[src/hdl/spsw_pkg.sv]
// Shared types and constants for the stroke point smoother with width.
// No dependencies.
`default_nettype none
package spsw_pkg;
    localparam int unsigned IDX_SMOOTHING     = 0;
    localparam int unsigned IDX_DYNAMIC_WIDTH = 1;
    localparam int unsigned IDX_BASE_WIDTH    = 2;

    localparam logic [17:0] F_ONE = 18'd65536;
    localparam logic [17:0] F_MAX = 18'd131072;
    localparam logic [17:0] F_MIN = 18'd6554;

    typedef enum logic [3:0] {
        ST_IDLE,
        ST_SUM,
        ST_DIV,
        ST_SQRT,
        ST_FDIV,
        ST_WIDTH,
        ST_MUL2,
        ST_OUT
    } t_state;

    typedef struct packed {
        logic load;      // shift new point into window
        logic sum_clr;   // start accumulation for emit offset
        logic sum_step;  // add one window tap
        logic div_start;
        logic div_step;
        logic sqrt_start;
        logic sqrt_step;
        logic fdiv_start;
        logic fdiv_step;
        logic wid_mul1;
        logic wid_mul2;
        logic out_load;  // capture finished word into output register
        logic commit;    // update previous point
        logic stroke_clr;
    } t_cmd;

    typedef struct packed {
        logic       sum_done;
        logic       div_done;
        logic       sqrt_done;
        logic       fdiv_done;
        logic       need_speed; // speed factor path taken
    } t_sts;
endpackage
`default_nettype wire

[src/hdl/spsw_ctrl.sv]
// Controller for the stroke smoother: sequences window sums, divides, root, width multiplies and output.
// Depends on spsw_pkg.
`default_nettype none
module spsw_ctrl
    import spsw_pkg::*;
(
    input  wire logic i_clk,
    input  wire logic i_rst_n,
    input  wire logic i_in_fire,
    input  wire logic i_emit_any,   // this point causes at least one word
    input  wire logic i_more,       // more words pending after current one
    input  wire logic i_out_free,   // output register can be loaded
    input  wire t_sts i_sts,
    output t_cmd      o_cmd,
    output logic      o_busy
);
    t_state r_state, n_state;

    always_ff @(posedge i_clk) begin
        if (!i_rst_n) begin
            r_state <= ST_IDLE;
        end else begin
            r_state <= n_state;
        end
    end

    always_comb begin
        n_state = r_state;
        unique case (r_state)
            ST_IDLE:  if (i_in_fire && i_emit_any) n_state = ST_SUM;
            ST_SUM:   if (i_sts.sum_done) n_state = ST_DIV;
            ST_DIV:   if (i_sts.div_done) n_state = i_sts.need_speed ? ST_SQRT : ST_WIDTH;
            ST_SQRT:  if (i_sts.sqrt_done) n_state = ST_FDIV;
            ST_FDIV:  if (i_sts.fdiv_done) n_state = ST_WIDTH;
            ST_WIDTH: n_state = ST_MUL2;
            ST_MUL2:  n_state = ST_OUT;
            ST_OUT:   if (i_out_free) n_state = i_more ? ST_SUM : ST_IDLE;
            default:  n_state = ST_IDLE;
        endcase
    end

    always_comb begin
        o_cmd = '0;
        o_cmd.load = (r_state == ST_IDLE) && i_in_fire;
        o_cmd.sum_clr = (r_state == ST_IDLE && i_in_fire && i_emit_any)
            || (r_state == ST_OUT && i_out_free && i_more);
        unique case (r_state)
            ST_SUM: begin
                o_cmd.sum_step = 1'b1;
                o_cmd.div_start = i_sts.sum_done;
            end
            ST_DIV: begin
                o_cmd.div_step = 1'b1;
                o_cmd.sqrt_start = i_sts.div_done;
            end
            ST_SQRT: begin
                o_cmd.sqrt_step = 1'b1;
                o_cmd.fdiv_start = i_sts.sqrt_done;
            end
            ST_FDIV:  o_cmd.fdiv_step = 1'b1;
            ST_WIDTH: o_cmd.wid_mul1 = 1'b1;
            ST_MUL2:  o_cmd.wid_mul2 = 1'b1;
            ST_OUT: begin
                o_cmd.out_load = i_out_free;
                o_cmd.commit = i_out_free;
                o_cmd.stroke_clr = i_out_free && !i_more;
            end
            default: ;
        endcase
    end

    assign o_busy = (r_state != ST_IDLE);

    a_sum_from_idle: assert property (@(posedge i_clk) disable iff (!i_rst_n)
        (r_state == ST_IDLE && i_in_fire && i_emit_any) |=> (r_state == ST_SUM))
        else $error("controller did not start window sum");
    a_out_hold: assert property (@(posedge i_clk) disable iff (!i_rst_n)
        (r_state == ST_OUT && !i_out_free) |=> (r_state == ST_OUT))
        else $error("controller left output state while blocked");
    a_no_load_busy: assert property (@(posedge i_clk) disable iff (!i_rst_n)
        (r_state != ST_IDLE) |-> !o_cmd.load)
        else $error("point loaded while busy");
endmodule
`default_nettype wire

[config.mk]
export PLATFORM = sky130hd
export DESIGN_NAME = spsw_ctrl
export DESIGN_NICKNAME = d
export VERILOG_FILES = /design/src/hdl/spsw_pkg.sv /design/src/hdl/spsw_ctrl.sv
export SDC_FILE = /design/constraint.sdc
export NUM_CORES = 1
export LEC_CHECK = 0
export ABC_CLOCK_PERIOD_IN_PS = 1350
export BUFFER_PORTS_ARGS = -buffer_cell sky130_fd_sc_hd__buf_2
export CAP_MARGIN = 10
export CORE_AREA = 2 2 39 41
export CTS_CLUSTER_SIZE = 16
export DETAILED_ROUTE_END_ITERATION = 16
export DIE_AREA = 0 0 41 43
export GPL_TIMING_DRIVEN = 1
export SYNTH_ARGS = -nofsm -noshare
export SYNTH_HDL_FRONTEND = slang
export SYNTH_SLANG_ARGS = --single-unit
export TNS_END_PERCENT = 5
[constraint.sdc]
create_clock -name i_clk -period 1.35 [get_ports i_clk]
set_input_delay 0.0675 -clock i_clk [delete_from_list [all_inputs] [get_ports i_clk]]
set_output_delay 0.0675 -clock i_clk [all_outputs]
set_load 0.02 [all_outputs]
==> impl_metrics.json <==
{
  "fillers": 143,
  "syn_area_per_cell_um2": 7.94,
  "finalSetupViolations": 0,
  "drt-vias-per-instance": 4.70,
  "path_max_fanout": 7,
  "reg2reg_from": "r_state[0]",
  "cpMostUsedCell": "buf_4",
  "syn_inst": 49,
  "tns_ns": 0,
  "drc": 0,
  "synth_xor_xnor_area_share_pct": 0,
  "drt_pass1_iterations": 2,
  "synthAdderAreaFrac_pct": 0,
  "placed_area_um2": 544,
  "nets": 99,
  "hp-start": "i_rst_n",
  "worstPathRequired_ns": 1.47,
  "top_regs": "r_state (3)",
  "clk_pin_slew_ns": 0.04,
  "period_needed_ns": 1.32,
  "drive_gt1_share_pct": 64.4,
  "muxShareOfSynthArea_pct": 5.14,
  "syn_area_um2": 389,
  "ys_warn_count": 0,
  "setup_slack_ns": 0.0293,
  "ctsLongestPathBuffers": 2,
  "outcome": "finished clean",
  "synth-seq-cells": 3,
  "totalWireLength_mm": 1.05,
  "seq_area_frac_synth_pct": 15.4,
  "cts_max_level": 1,
  "netlist_top_cells_area": "dfxtp_1 (15%), and2_1 (6.4%), buf_6 (5.8%), mux2i_1 (5.1%), nand3b_4 (5.1%)",
  "fin_hold_ws_ns": 0.115,
  "ioPinCount": 26,
  "grt_max_degree": 12,
  "synth_top_area_share_pct": 15.4,
  "p_sw_uw": 171,
  "antenna_found_initial": 0,
  "top_register": "r_state",
  "final_cell_mix": "buf_2 (22), buf_4 (15), and2_1 (4), nand2_1 (4)",
  "max-vdd-ir-drop_uv": 690,
  "drt_iter0_drc": 5,
  "yosys.area_share.simple_pct": 52.4,
  "combPwrFrac_pct": 46.0,
  "maxSlewViolCount": 0,
  "swShare_pct": 34.3,
  "clock_latency_ns": 0.23,
  "core-area_um2": 1380,
  "grt_pass1_wl_mm": 1.46,
  "wl_per_cell_um": 10.2,
  "synthesis.nets": 60,
  "numCtsBuffers": 3,
  "synth_top_family_by_area": "simple AND/OR/NAND/NOR gates",
  "p_int_uw": 327,
  "hold_buffers": 0,
  "place.gp.congestion": 0.803,
  "pwr-share-seq_pct": 22.9,
  "grtUsageTotal_pct": 11.8,
  "ant_nets": 0,
  "fin_crit_sh_pct": 97.8,
  "dpl.cell_count": 92,
  "post-place-ws_ns": -0.0705,
  "slowest_stage": "dfxtp_4",
  "cts_tree": "yes",
  "stdcell_area_um2": 684,
  "cap_violations": 0,
  "vias": 484,
  "rsz0062_at_grt": "yes",
  "grt-ovfl-total": 0,
  "num_rows": 14,
  "hold_viol_final": 0,
  "dieArea_um2": 1760,
  "final-seq-area_um2": 71.3,
  "cts_root_buf": "clkbuf_4",
  "largest_reg_flops": 3,
  "p_clk_share_pct": 31.1,
  "post-dp-hpwl_um": 759,
  "antenna_cells": 0,
  "fp.dieW_um": 41,
  "synth_compound_area_share_pct": 14.1,
  "clock_sinks": 3,
  "path_cells": "buf_4 > buf_4 > a41oi_1 > nand2_2 > o211a_1",
  "fmax_mhz": 757,
  "min_path_type": "in -> reg",
  "worst_pin_slew_ns": 0.240,
  "instances_no_fill": 103,
  "start_util_pct": 28.1,
  "worstSetupStartpointType": "register",
  "numPortBuffers": 25,
  "slew_headroom_pct": 83.8,
  "die_height_um": 43,
  "crit_start": "r_state[0]",
  "area_delta_synth_final_pct": 75.9,
  "p_leak_nw": 0.378,
  "final_common_cell": "buf_2",
  "max_stage_delay_ns": 0.36,
  "cp-end-kind": "register",
  "cellPowerDensity_nw_per_um2": 728,
  "multi_input_area_um2": 314,
  "finalClockSkew_ns": 0.00119,
  "synth_cell_type_count": 28,
  "critical_path_class": "reg -> reg",
  "grt_pass1_vias": 364,
  "synth_top_cell_by_area": "dfxtp_1",
  "critPathArrivalTime_ns": 1.44
}
==> synthesized netlist by cell type <==
| library cell | n |
|---|---|
| and2_1 | 4 |
| and3_1 | 2 |
| and2b_1 | 1 |
| and3b_1 | 1 |
| buf_4 | 2 |
| nand3_1 | 2 |
| buf_6 | 2 |
| nor3_1 | 2 |
| a32oi_2 | 1 |
| nor4b_2 | 1 |
| nor2_1 | 3 |
| a32o_1 | 1 |
| nor2_2 | 1 |
| a21oi_1 | 1 |
| nor3b_1 | 2 |
| mux2i_1 | 2 |
| o211a_1 | 1 |
| nand2b_1 | 1 |
| a41oi_1 | 1 |
| nor2b_1 | 3 |
| nand3b_4 | 1 |
| nand2_1 | 5 |
| buf_2 | 1 |
| dfxtp_1 | 3 |
| o21ai_0 | 1 |
| inv_1 | 2 |
| nand2_2 | 1 |
| and4bb_2 | 1 |
==> kinds of logic after synthesis <==
group / after synthesis
buffers and inverters: 7
multiplexers: 2
AO/OA/AOI/OAI: 6
flip-flops: 3
AND/OR/NAND/NOR: 31
==> power by group through the flow <==
stage | clock (mW) | combinational, mW | sequential [mW]
3_3_place_gp | 0 | 0.187 | 0.115
3_5_place_dp | 0 | 0.189 | 0.116
4_1_cts | 0.164 | 0.192 | 0.117
5_1_grt | 0.172 | 0.250 | 0.116
2_1_floorplan | 0 | 0.134 | 0.101
6_report | 0.155 | 0.229 | 0.114
==> cell type report <==
cell class | count | share of cell area [%]
Timing Repair Buffer | 39 | 35.8
Clock buffer | 4 | 3.84
Multi-Input combinational cell | 39 | 45.9
Inverter | 2 | 1.10
Sequential cell | 3 | 10.4
Tap cell | 16 | 2.93
==> per-stage QoR <==
step	power, mW	utilization (%)
after floorplan	0.235	-
after detailed placement	0.305	39.3
after global placement	0.302	39.3
final	0.498	49.5
after global routing	0.538	49.5
after CTS	0.473	43.3
==> timing repair <==
action	CTS	global route
setup buffers	2	5
resized for setup	6	14
pin swaps	1	1
endpoints found under the setup margin	12	8
endpoints found under the hold margin	0	0
==> worst max-delay path, delay by kind of cell (launching register included) <==
family | cells | cell delay, ns
buffers and inverters | 2 | 0.27
AO/OA/AOI/OAI | 2 | 0.47
flip-flops | 1 | 0.36
AND/OR/NAND/NOR | 1 | 0.11
==> worst paths after layout <==
check	endpoint	slack, ns	cells after the start
worst max-delay path	r_state[0]	0.03	5
worst min register to register	r_state[1]	0.68	3
worst min-delay path	r_state[1]	0.11	3
worst max register to register	r_state[0]	0.03	5
==> layer usage <==
| layer | GRT usage [%] | vias to the layer above | routed length, um |
|---|---|---|---|
| li1 | - | 250 | - |
| met1 | 15.1 | 212 | 412 |
| met2 | 18.4 | 20 | 529 |
| met3 | 4.71 | 2 | 90 |
| met4 | 2.00 | 0 | 14 |
| met5 | 0 | - | 0 |
(Power assumes the default switching activity.)
